===== src/sv/hrhl_pkg.sv =====
// ----------------------------------------------------------------------------
// hrhl_pkg
// Shared types, codes and character classes for the request head lexer.
// ----------------------------------------------------------------------------
package hrhl_pkg;

   localparam int DataWidth  = 8;
   localparam int StateWidth = 4;
   localparam int KindWidth  = 3;
   localparam int PosWidth   = 4;

   localparam logic [StateWidth-1:0] ST_METHOD   = 4'd0;
   localparam logic [StateWidth-1:0] ST_PATH     = 4'd1;
   localparam logic [StateWidth-1:0] ST_VERSION  = 4'd2;
   localparam logic [StateWidth-1:0] ST_REQ_CR   = 4'd3;
   localparam logic [StateWidth-1:0] ST_REQ_LF   = 4'd4;
   localparam logic [StateWidth-1:0] ST_HNAME    = 4'd5;
   localparam logic [StateWidth-1:0] ST_HVALUE   = 4'd6;
   localparam logic [StateWidth-1:0] ST_HDR_CR   = 4'd7;
   localparam logic [StateWidth-1:0] ST_HDR_LF   = 4'd8;
   localparam logic [StateWidth-1:0] ST_BLANK_CR = 4'd9;
   localparam logic [StateWidth-1:0] ST_BODY     = 4'd10;

   localparam logic [KindWidth-1:0] KIND_METHOD = 3'd0;
   localparam logic [KindWidth-1:0] KIND_PATH   = 3'd1;
   localparam logic [KindWidth-1:0] KIND_VERSION = 3'd2;
   localparam logic [KindWidth-1:0] KIND_HNAME  = 3'd3;
   localparam logic [KindWidth-1:0] KIND_HVALUE = 3'd4;
   localparam logic [KindWidth-1:0] KIND_BODY   = 3'd5;
   localparam logic [KindWidth-1:0] KIND_DELIM  = 3'd6;

   localparam logic [DataWidth-1:0] CH_SP    = 8'h20;
   localparam logic [DataWidth-1:0] CH_CR    = 8'h0D;
   localparam logic [DataWidth-1:0] CH_LF    = 8'h0A;
   localparam logic [DataWidth-1:0] CH_COLON = 8'h3A;
   localparam logic [DataWidth-1:0] CH_SLASH = 8'h2F;
   localparam logic [DataWidth-1:0] CH_QUEST = 8'h3F;
   localparam logic [DataWidth-1:0] CH_DASH  = 8'h2D;
   localparam logic [DataWidth-1:0] CH_DOT   = 8'h2E;
   localparam logic [DataWidth-1:0] CH_H     = 8'h48;
   localparam logic [DataWidth-1:0] CH_T     = 8'h54;
   localparam logic [DataWidth-1:0] CH_P     = 8'h50;

   localparam logic [PosWidth-1:0] VERSION_LEN = 4'd8;

   typedef struct packed {
      logic [DataWidth-1:0] data_byte;
      logic                 first_of_message;
   } req_word_type;

   typedef struct packed {
      logic [DataWidth-1:0]  byte_out;
      logic [KindWidth-1:0]  field_kind;
      logic                  field_done;
      logic                  parse_error;
      logic [StateWidth-1:0] failed_state;
   } rsp_word_type;

   typedef struct packed {
      logic [StateWidth-1:0] parse_state;
      logic [PosWidth-1:0]   version_position;
      logic                  error_flag;
      logic [StateWidth-1:0] error_state;
   } lex_state_type;

   function automatic logic [KindWidth-1:0] state_kind(input logic [StateWidth-1:0] st);
      logic [KindWidth-1:0] k;
      case (st)
         ST_METHOD:  k = KIND_METHOD;
         ST_PATH:    k = KIND_PATH;
         ST_VERSION: k = KIND_VERSION;
         ST_HNAME:   k = KIND_HNAME;
         ST_HVALUE:  k = KIND_HVALUE;
         ST_BODY:    k = KIND_BODY;
         default:    k = KIND_DELIM;
      endcase
      return k;
   endfunction

   function automatic logic is_alpha(input logic [DataWidth-1:0] c);
      return (c >= 8'h41 && c <= 8'h5A) || (c >= 8'h61 && c <= 8'h7A);
   endfunction

   function automatic logic is_digit(input logic [DataWidth-1:0] c);
      return c >= 8'h30 && c <= 8'h39;
   endfunction

   function automatic logic is_path_char(input logic [DataWidth-1:0] c);
      return is_alpha(c) || is_digit(c) || c == CH_SLASH || c == CH_QUEST || c == CH_DASH;
   endfunction

   function automatic logic is_name_char(input logic [DataWidth-1:0] c);
      return is_alpha(c) || c == CH_DASH;
   endfunction

   function automatic logic is_value_char(input logic [DataWidth-1:0] c);
      return is_alpha(c) || is_digit(c) || c == CH_DASH || c == CH_SP ||
             c == CH_DOT || c == CH_COLON;
   endfunction

   function automatic logic version_char_ok(input logic [PosWidth-1:0] pos,
                                            input logic [DataWidth-1:0] c);
      logic ok;
      case (pos)
         4'd0:    ok = (c == CH_H);
         4'd1:    ok = (c == CH_T);
         4'd2:    ok = (c == CH_T);
         4'd3:    ok = (c == CH_P);
         4'd4:    ok = (c == CH_SLASH);
         4'd5:    ok = is_digit(c);
         4'd6:    ok = (c == CH_DOT);
         4'd7:    ok = is_digit(c);
         default: ok = 1'b0;
      endcase
      return ok;
   endfunction

endpackage


===== src/sv/hrhl_req_if.sv =====
// ----------------------------------------------------------------------------
// hrhl_req_if
// Request byte channel: valid, ready and one byte word.
// ----------------------------------------------------------------------------
interface hrhl_req_if
   import hrhl_pkg::*;
();
   logic                 valid;
   logic                 ready;
   logic [DataWidth-1:0] data_byte;
   logic                 first_of_message;

   modport source (output valid, output data_byte, output first_of_message, input ready);
   modport sink   (input valid, input data_byte, input first_of_message, output ready);
endinterface


===== src/sv/hrhl_rsp_if.sv =====
// ----------------------------------------------------------------------------
// hrhl_rsp_if
// Result channel: valid, ready and one tagged byte word.
// ----------------------------------------------------------------------------
interface hrhl_rsp_if
   import hrhl_pkg::*;
();
   logic                  valid;
   logic                  ready;
   logic [DataWidth-1:0]  byte_out;
   logic [KindWidth-1:0]  field_kind;
   logic                  field_done;
   logic                  parse_error;
   logic [StateWidth-1:0] failed_state;

   modport source (output valid, output byte_out, output field_kind, output field_done,
                   output parse_error, output failed_state, input ready);
   modport sink   (input valid, input byte_out, input field_kind, input field_done,
                   input parse_error, input failed_state, output ready);
endinterface


===== src/sv/hrhl_input_stage.sv =====
// ----------------------------------------------------------------------------
// hrhl_input_stage
// Input register for request bytes; refills in the cycle it drains.
// ----------------------------------------------------------------------------
module hrhl_input_stage
   import hrhl_pkg::*;
(
   input  logic          clock,
   input  logic          reset,
   hrhl_req_if.sink      req_chan,
   input  logic          take,
   output logic          word_valid,
   output req_word_type  word
);

   logic         valid_ff;
   logic         valid_in;
   req_word_type word_ff;
   logic         load;

   assign req_chan.ready = !valid_ff || take;
   assign load           = req_chan.valid && req_chan.ready;
   assign valid_in       = load || (valid_ff && !take);

   always_ff @(posedge clock) begin
      if (reset) begin
         valid_ff <= 1'b0;
      end else begin
         valid_ff <= valid_in;
      end
   end

   always_ff @(posedge clock) begin
      if (load) begin
         word_ff.data_byte        <= req_chan.data_byte;
         word_ff.first_of_message <= req_chan.first_of_message;
      end
   end

   assign word_valid = valid_ff;
   assign word       = word_ff;

endmodule


===== src/sv/hrhl_lexer_core.sv =====
// ----------------------------------------------------------------------------
// hrhl_lexer_core
// Parser state registers and the per-byte transition and tagging logic.
// ----------------------------------------------------------------------------
module hrhl_lexer_core
   import hrhl_pkg::*;
(
   input  logic          clock,
   input  logic          reset,
   input  logic          step,
   input  req_word_type  word,
   output rsp_word_type  result
);

   lex_state_type state_ff;
   lex_state_type state_in;
   lex_state_type cur;
   logic [KindWidth-1:0] kind;
   logic                 done;
   logic                 ok;
   logic [StateWidth-1:0] next_st;
   logic [DataWidth-1:0]  c;

   localparam lex_state_type LexReset = '{
      parse_state:      ST_METHOD,
      version_position: '0,
      error_flag:       1'b0,
      error_state:      '0
   };

   assign c = word.data_byte;

   always_comb begin
      cur      = word.first_of_message ? LexReset : state_ff;
      state_in = cur;
      next_st  = cur.parse_state;
      kind     = state_kind(cur.parse_state);
      done     = 1'b0;
      ok       = 1'b1;
      if (!cur.error_flag) begin
         unique case (cur.parse_state)
            ST_METHOD: begin
               if (is_alpha(c)) begin
                  kind = KIND_METHOD;
               end else if (c == CH_SP) begin
                  kind = KIND_DELIM; done = 1'b1; next_st = ST_PATH;
               end else begin
                  ok = 1'b0;
               end
            end
            ST_PATH: begin
               if (is_path_char(c)) begin
                  kind = KIND_PATH;
               end else if (c == CH_SP) begin
                  kind = KIND_DELIM; done = 1'b1; next_st = ST_VERSION;
                  state_in.version_position = '0;
               end else begin
                  ok = 1'b0;
               end
            end
            ST_VERSION: begin
               if (c == CH_CR && cur.version_position >= VERSION_LEN) begin
                  kind = KIND_DELIM; done = 1'b1; next_st = ST_REQ_CR;
               end else if (version_char_ok(cur.version_position, c)) begin
                  kind = KIND_VERSION;
                  state_in.version_position = cur.version_position + PosWidth'(1);
               end else begin
                  ok = 1'b0;
               end
            end
            ST_REQ_CR, ST_HDR_CR: begin
               if (c == CH_LF) begin
                  kind    = KIND_DELIM;
                  next_st = (cur.parse_state == ST_REQ_CR) ? ST_REQ_LF : ST_HDR_LF;
               end else begin
                  ok = 1'b0;
               end
            end
            ST_REQ_LF: begin
               if (is_name_char(c)) begin
                  kind = KIND_HNAME; next_st = ST_HNAME;
               end else begin
                  ok = 1'b0;
               end
            end
            ST_HNAME: begin
               if (is_name_char(c)) begin
                  kind = KIND_HNAME;
               end else if (c == CH_COLON) begin
                  kind = KIND_DELIM; done = 1'b1; next_st = ST_HVALUE;
               end else begin
                  ok = 1'b0;
               end
            end
            ST_HVALUE: begin
               if (is_value_char(c)) begin
                  kind = KIND_HVALUE;
               end else if (c == CH_CR) begin
                  kind = KIND_DELIM; done = 1'b1; next_st = ST_HDR_CR;
               end else begin
                  ok = 1'b0;
               end
            end
            ST_HDR_LF: begin
               if (is_name_char(c)) begin
                  kind = KIND_HNAME; next_st = ST_HNAME;
               end else if (c == CH_CR) begin
                  kind = KIND_DELIM; next_st = ST_BLANK_CR;
               end else begin
                  ok = 1'b0;
               end
            end
            ST_BLANK_CR: begin
               if (c == CH_LF) begin
                  kind = KIND_DELIM; next_st = ST_BODY;
               end else begin
                  ok = 1'b0;
               end
            end
            ST_BODY: begin
               kind = KIND_BODY;
            end
            default: begin
               ok = 1'b0;
            end
         endcase
         if (!ok) begin
            state_in.error_flag  = 1'b1;
            state_in.error_state = cur.parse_state;
            kind                 = state_kind(cur.parse_state);
            done                 = 1'b0;
         end else begin
            state_in.parse_state = next_st;
         end
      end
   end

   always_ff @(posedge clock) begin
      if (reset) begin
         state_ff <= LexReset;
      end else if (step) begin
         state_ff <= state_in;
      end
   end

   assign result.byte_out     = c;
   assign result.field_kind   = kind;
   assign result.field_done   = done;
   assign result.parse_error  = state_in.error_flag;
   assign result.failed_state = state_in.error_state;

endmodule


===== src/sv/hrhl_result_stage.sv =====
// ----------------------------------------------------------------------------
// hrhl_result_stage
// Result register driving the response channel.
// ----------------------------------------------------------------------------
module hrhl_result_stage
   import hrhl_pkg::*;
(
   input  logic          clock,
   input  logic          reset,
   hrhl_rsp_if.source    rsp_chan,
   input  logic          load,
   input  rsp_word_type  result,
   output logic          has_room
);

   logic         valid_ff;
   logic         valid_in;
   rsp_word_type word_ff;

   assign has_room = !valid_ff || rsp_chan.ready;
   assign valid_in = load || (valid_ff && !rsp_chan.ready);

   always_ff @(posedge clock) begin
      if (reset) begin
         valid_ff <= 1'b0;
      end else begin
         valid_ff <= valid_in;
      end
   end

   always_ff @(posedge clock) begin
      if (load) begin
         word_ff <= result;
      end
   end

   assign rsp_chan.valid        = valid_ff;
   assign rsp_chan.byte_out     = word_ff.byte_out;
   assign rsp_chan.field_kind   = word_ff.field_kind;
   assign rsp_chan.field_done   = word_ff.field_done;
   assign rsp_chan.parse_error  = word_ff.parse_error;
   assign rsp_chan.failed_state = word_ff.failed_state;

endmodule


===== src/sv/http_request_head_lexer.sv =====
// an accepted word is held in the input register, then loaded into the result register
// throughput: one byte per cycle unless stalled, set by the single state update per byte
// the result register frees while the input register refills, so stalls cost nothing extra
// synchronous reset empties both registers and returns the parser to the method field
// ----------------------------------------------------------------------------
// http_request_head_lexer
// Streaming lexer for the head of a request: tags each byte with its field.
// ----------------------------------------------------------------------------
module http_request_head_lexer
   import hrhl_pkg::*;
(
   input  logic       clock,
   input  logic       reset,
   hrhl_req_if.sink   req_chan,
   hrhl_rsp_if.source rsp_chan
);

   logic         word_valid;
   req_word_type word;
   rsp_word_type result;
   logic         has_room;
   logic         step;

   assign step = word_valid && has_room;

   hrhl_input_stage u_input (
      .clock      (clock),
      .reset      (reset),
      .req_chan   (req_chan),
      .take       (step),
      .word_valid (word_valid),
      .word       (word)
   );

   hrhl_lexer_core u_core (
      .clock  (clock),
      .reset  (reset),
      .step   (step),
      .word   (word),
      .result (result)
   );

   hrhl_result_stage u_result (
      .clock    (clock),
      .reset    (reset),
      .rsp_chan (rsp_chan),
      .load     (step),
      .result   (result),
      .has_room (has_room)
   );

endmodule


===== src/flat_wrapper.sv =====
// flat-port wrapper written by rule: the top's interface ports become plain ports
module http_request_head_lexer_flat import hrhl_pkg::*;
  (clock, reset, req_chan_valid, req_chan_data_byte, req_chan_first_of_message, req_chan_ready, rsp_chan_valid, rsp_chan_byte_out, rsp_chan_field_kind, rsp_chan_field_done, rsp_chan_parse_error, rsp_chan_failed_state, rsp_chan_ready);
  hrhl_req_if req_chan_i ();
  hrhl_rsp_if rsp_chan_i ();
  input  logic clock;
  input  logic reset;
  input wire logic [$bits(req_chan_i.valid)-1:0] req_chan_valid;
  input wire logic [$bits(req_chan_i.data_byte)-1:0] req_chan_data_byte;
  input wire logic [$bits(req_chan_i.first_of_message)-1:0] req_chan_first_of_message;
  output wire logic [$bits(req_chan_i.ready)-1:0] req_chan_ready;
  output wire logic [$bits(rsp_chan_i.valid)-1:0] rsp_chan_valid;
  output wire logic [$bits(rsp_chan_i.byte_out)-1:0] rsp_chan_byte_out;
  output wire logic [$bits(rsp_chan_i.field_kind)-1:0] rsp_chan_field_kind;
  output wire logic [$bits(rsp_chan_i.field_done)-1:0] rsp_chan_field_done;
  output wire logic [$bits(rsp_chan_i.parse_error)-1:0] rsp_chan_parse_error;
  output wire logic [$bits(rsp_chan_i.failed_state)-1:0] rsp_chan_failed_state;
  input wire logic [$bits(rsp_chan_i.ready)-1:0] rsp_chan_ready;
  assign req_chan_i.valid = req_chan_valid;
  assign req_chan_i.data_byte = req_chan_data_byte;
  assign req_chan_i.first_of_message = req_chan_first_of_message;
  assign req_chan_ready = req_chan_i.ready;
  assign rsp_chan_valid = rsp_chan_i.valid;
  assign rsp_chan_byte_out = rsp_chan_i.byte_out;
  assign rsp_chan_field_kind = rsp_chan_i.field_kind;
  assign rsp_chan_field_done = rsp_chan_i.field_done;
  assign rsp_chan_parse_error = rsp_chan_i.parse_error;
  assign rsp_chan_failed_state = rsp_chan_i.failed_state;
  assign rsp_chan_i.ready = rsp_chan_ready;
  http_request_head_lexer u_core (.clock(clock), .reset(reset), .req_chan(req_chan_i), .rsp_chan(rsp_chan_i));
endmodule

===== config.mk =====
export PLATFORM = sky130hd
export DESIGN_NAME = http_request_head_lexer_flat
export DESIGN_NICKNAME = d
export VERILOG_FILES = /design/src/sv/hrhl_pkg.sv /design/src/sv/hrhl_req_if.sv /design/src/sv/hrhl_rsp_if.sv /design/src/sv/hrhl_input_stage.sv /design/src/sv/hrhl_lexer_core.sv /design/src/sv/hrhl_result_stage.sv /design/src/sv/http_request_head_lexer.sv /design/src/flat_wrapper.sv
export SDC_FILE = /design/constraint.sdc
export NUM_CORES = 1
export LEC_CHECK = 0
export BUFFER_PORTS_ARGS = -buffer_cell sky130_fd_sc_hd__buf_2
export CAP_MARGIN = 30
export CORE_MARGIN = 1
export CORE_UTILIZATION = 35
export CTS_CLUSTER_DIAMETER = 60
export DETAILED_ROUTE_END_ITERATION = 10
export HOLD_SLACK_MARGIN = 0.15
export PLACE_DENSITY = 0.66
export SYNTH_ARGS = -nofsm -noshare
export SYNTH_HDL_FRONTEND = slang
export SYNTH_SLANG_ARGS = --single-unit
export TNS_END_PERCENT = 5

===== constraint.sdc =====
create_clock -name clock -period 2.7 [get_ports clock]
set_input_delay 0.135 -clock clock [delete_from_list [all_inputs] [get_ports clock]]
set_output_delay 0.135 -clock clock [all_outputs]
set_load 0.005 [all_outputs]

== Word level (Yosys, flattened, before mapping) ==
Index checks and enable logic that the tools add are counted.

* Bits in registers: 41
* Output and inout port bits: 19

* Reduce and logical (&&, ||, !) cells: 33
* Add/subtract/negate cells: 1
* Magnitude comparators: 7
* Equality and inequality tests: 28
* Bitwise gates (word level): 1
* Muxes and demuxes: 65

{| class="wikitable"
|+ Operators with widths
! kind !! number
|-
| $mux W4 || 20
|-
| $eq A8 B6 Y1 const B || 6
|-
| $mux W3 || 14
|-
| $pmux W4 S9 || 1
|-
| $eq A4 B3 Y1 const B || 8
|-
| $pmux W3 S9 || 1
|-
| $mux W13 || 2
|-
| $eq A8 B7 Y1 const B || 3
|-
| $mux W1 || 21
|-
| $pmux W3 S6 || 1
|-
| $eq A4 B2 Y1 const B || 4
|-
| $eq A8 B4 Y1 const B || 2
|-
| $ge A8 B7 Y1 const B || 2
|-
| $le A8 B7 Y1 const B || 2
|-
| $logic_or A1 B1 Y1 || 14
|-
| $eq A4 B4 Y1 const B || 3
|-
| $pmux W1 S9 || 1
|-
| $eq A4 B1 Y1 const B || 2
|-
| $ge A8 B6 Y1 const B || 1
|-
| $le A8 B6 Y1 const B || 1
|-
| $logic_and A1 B1 Y1 || 8
|-
| $logic_not A4 Y1 || 2
|-
| $pmux W4 S2 || 1
|-
| $reduce_or A2 Y1 || 4
|-
| 8 further kinds || 11
|}

== Longest topological paths before layout ==
* Depth in word-level cells: 13
* Depth in mapped cells: 9
* Depth with buffers taken out: 7

== Modules after synthesis ==
From an unflattened synthesis, not the netlist that was laid out.

* Cells, all modules: 307
* Area total of the unflattened synthesis: 2,700.1 um^2

{| class="wikitable"
|+ By module, submodules not included
! module !! cells each !! times used !! sequential area each (um^2) !! area each (um^2)
|-
| hrhl_lexer_core || 271 || 1 || 260.2 || 1,811.7
|-
| hrhl_result_stage || 21 || 1 || 530.5 || 556.8
|-
| hrhl_input_stage || 14 || 1 || 290.3 || 325.3
|-
| http_request_head_lexer || 1 || 1 || 0.0 || 6.3
|}

== Least setup slack after synthesis ==
Ideal clock, no wire load.

* Path type: register -> register
* Start point: reg u_core.u_input.word_ff, in the netlist u_core.u_input.word[8]
* End point: reg u_core.u_result.word_ff, in the netlist u_core.u_result.rsp_chan.field_kind[0], data pin
* Library setup time: 260 ps
* Period minus slack after synthesis: 2,540 ps
* Cell stages (with the launch flop): 9
* Setup slack: 160 ps
* Path buffers: 1
* Required time: 2,440 ps
* Arrival time: 2,280 ps
* Cell sequence: edfxtp_1 -> or3b_1 -> buf_2 -> or3_1 -> a21oi_2 -> o21ai_2 -> and4_4 -> nor2_1 -> mux2_2

{| class="wikitable"
|+ RTL lines
! what !! RTL line !! source
|-
| start, declared || hrhl_input_stage.sv:18 || <nowiki>req_word_type word_ff;</nowiki>
|-
| end signal, assigned || hrhl_result_stage.sv:33 || <nowiki>word_ff <= result;</nowiki>
|-
| end, declared || hrhl_result_stage.sv:18 || <nowiki>rsp_word_type word_ff;</nowiki>
|}

==> results.toml <==
[routing]
route.vias.total = 2609
wl_per_cell_um = 16.4
dr.pass1.iters = 4
drc = 0
wirelength_um = 7430
drt-initial-drc-count = 255
vias_per_cell = 5.76
antenna_left = 0

[critical_path]
critPathBufInv = 0
cpPeakStageDelay_ns = 0.46
startpoint = "u_core.u_input.word[3]$_DFFE_PP_"
r2r_slack_ns = 0.09
critPathKind = "register to register"
required_ns = 2.76
cp_top_family = "simple AND/OR/NAND/NOR gates"
rr_worst_depth = 7
start_kind = "register"
reg2reg_from = "u_core.u_input.word[3]$_DFFE_PP_"
cp_data_arrival_time_ns = 2.68
crit_slowest_cell = "or3_1"
cp_cell_sequence = "or3_1 > or3_4 > o32ai_1 > a2111oi_2 > and4_4 > nor2_1 > mux2_2"
critPathMaxFanout = 7
rr_endpoint = "u_core.u_result.rsp_chan.field_kind[0]$_DFFE_PP_"
end_kind = "register"

[sta]
relSlewSlack_pct = 60.6
fin_setup_tns_ns = 0
maxSlewViolCount = 0
skew_ns = 0.0104
min_period_over_period_pct = 96.8
post-route-min-period_ns = 2.61
tightestPinTransition_ns = 0.585
hold_violations = 0
setup_viol = 0
fmax_ghz = 0.382
rsz0062_at_grt = "true"

[placement]
gp_congestion = 1.04
dpl_cell_area_um2 = 3010
place_hpwl_um = 5370
placedCellCount = 432
portBuffers = 31

[global_route]
grt_start_max_net_pins = 33
grt_pass1_wl_um = 12100
grt_pass1_vias = 2427
antenna_found_initial = 0
grtUsageTotal_pct = 20.4
grt_overflow = 0

[clock_tree]
cts_tree = "done"
cts_buffers = 5
clock_path_buffers = 2
cts_htree_levels = 2
root_buffer = "clkbuf_8"
cts.clk_slew.worst_paths_ns = 0.09
insertion_delay_ns = 0.31
cts_sinks = 41

[min_path]
min_path_cells = 2
hold_path_class = "input pin to register"
hp-start = "reset"
worst_hold_path.endpoint = "u_core.u_input.word_valid$_SDFF_PP0_"

[floorplanning]
die_w_um = 87.8
rows = 30
dieArea_um2 = 7700
io_pins = 32
start_util_pct = 37.1
die_y_um = 87.8
core_area_um2 = 6940

[synth]
synth-simple-area-share_pct = 26.2
ys_types = 61
syn_area_um2 = 2570
synthFlopType = "edfxtp_1"
synth_nets = 307
postSynthAreaPerCell_um2 = 8.75
synth_top_area_share_pct = 30.3
synth_warnings = 0
ys_seq_area_share_pct = 42.0
synth_top_family_by_area = "simple AND/OR/NAND/NOR gates"
syn_inst = 294
synthMuxAreaShare_pct = 0.875
synth_edf_count = 26
synth_top_area_cell = "edfxtp_1"
async_reset_ff_share_pct = 0
synth-adder-area-share_pct = 0.389
synthTopCellsByArea = "edfxtp_1 30%, dfxtp_1 12%, a21oi_1 4.7%, nor2_1 3.9%, nand2_1 3.8%"
synth_compound_area_share_pct = 24.3
synth-xor-area-share_pct = 1.02
ys_ff_latch = 41

[pwr]
ir_drop_v = 0.000157
powerDensity_nw_per_um2 = 394
power_leakage_uw = 0.00121

[finish]
fin_util_pct = 46.8
final_nets = 369
instances_no_fill = 453
layout-drive-gt1-share_pct = 25.2
diodes = 0
area_growth_pct = 26.4
design_area_um2 = 3250

[status]
status = "finished clean"

[job]
max_cap_viol_count = 0
metal layers:
metal	GRT usage, %	wire length [µm]	up-vias
li1	-	-	1240
met1	26.5	3340	1263
met2	32.9	3520	88
met3	3.58	380	18
met4	9.39	186	0
met5	0	0	-
how the worst max path moves through the flow:
stage | end | slack [ns] | cells past startpoint
after floorplan | u_core.u_result.rsp_chan.field_kind[0]$_DFFE_PP_ | 0.16 | 8
after global placement | u_core.u_result.rsp_chan.field_kind[0]$_DFFE_PP_ | 0.09 | 7
after detailed placement | u_core.u_result.rsp_chan.field_kind[0]$_DFFE_PP_ | 0.07 | 7
after CTS | u_core.u_result.rsp_chan.field_kind[1]$_DFFE_PP_ | 0.05 | 9
after global routing | u_core.u_result.rsp_chan.field_kind[1]$_DFFE_PP_ | -0.01 | 9
final | u_core.u_result.rsp_chan.field_kind[0]$_DFFE_PP_ | 0.09 | 7
flip-flops by register name, summed over array words and instances, names as in the netlist:
name	count
u_core.u_core.state_ff	13
u_core.u_input.word	9
u_core.u_result.rsp_chan.byte_out	8
u_core.u_result.rsp_chan.failed_state	4
u_core.u_result.rsp_chan.field_kind	3
u_core.u_input.word_valid	1
u_core.u_result.rsp_chan.field_done	1
u_core.u_result.rsp_chan.parse_error	1
u_core.u_result.rsp_chan.valid	1
cell type report:
cell class / instances / area, µm²
Clock buffer: 5 / 68.8
Clock inverter: 3 / 16.3
Fill cell: 682 / 3690
Inverter: 11 / 41.3
Multi-Input combinational cell: 221 / 1390
Sequential cell: 41 / 1080
Tap cell: 96 / 120
Timing Repair Buffer: 76 / 533
repair_timing:
item,CTS,global route
endpoints found under the setup margin,0,15
endpoints found under the hold margin,11,0
gates resized for setup,0,8
hold buffers,11,0
setup buffers,0,2
cell usage in the layout (no fill, tap or decap), types with 4 or more instances in the layout:
cell            n
a211oi_1        5
a21oi_1        24
a22o_1          4
a31oi_1         4
a41o_1          4
buf_2          31
buf_4          33
clkbuf_8        5
dfxtp_1        15
dlygate4sd3_1  11
edfxtp_1       26
inv_1          11
nand2_1        26
nand2b_1        9
nand3_1         4
nor2_1         27
nor2b_1         7
nor3_1         10
nor4_1          6
o21ai_0        14
o22ai_1         6
o32ai_1         6
or3_1           5
power breakdown:
part           internal, µW  leakage [µW]  total, µW  switching, µW
Sequential              690      0.000366        704           14.1
Combinational          69.7      0.000795        163           93.4
Clock                   179     0.0000482        414            235
Total                   939       0.00121       1280            342
per-stage QoR:
stage | hold slack (ns) | total power [µW] | worst slack [ns]
global route | 0.181 | 1330 | -0.0101
floorplan | 0.234 | 799 | 0.160
detailed placement | 0.314 | 862 | 0.0721
finish | 0.156 | 1280 | 0.0852
global placement | 0.313 | 860 | 0.0861
CTS | 0.155 | 1290 | 0.0453
cell families after synthesis:
group / after synthesis
AOI/OAI and AO/OA: 91
xor gates and xnor gates: 3
adders and majority gates: 1
buffers and inverters: 32
DFF: 41
muxes: 2
and+or+nand+nor: 124
synth_stat cells, drive strengths merged, types with 2 or more instances:
library cell and instances:
a31oi 4, a41o 4, nand2b 9, a22oi 3, clkbuf 11, nand3b 2, and3b 3, or3b 2
or2 2, dfxtp 15, o2111ai 2, o22ai 6, a211oi 6, a21oi 25, edfxtp 26, buf 10
and4 2, o32ai 7, nand2 26, mux2 2, nor4bb 3, nor3b 2, inv 11, xor2 2
a22o 4, a2bb2oi 2, nor4 8, nor3 12, nand3 4, nor2 27, and2 3, and3 2
nor2b 7, o31ai 2, o21ai 15, or3 7
(Power assumes the default switching activity.)
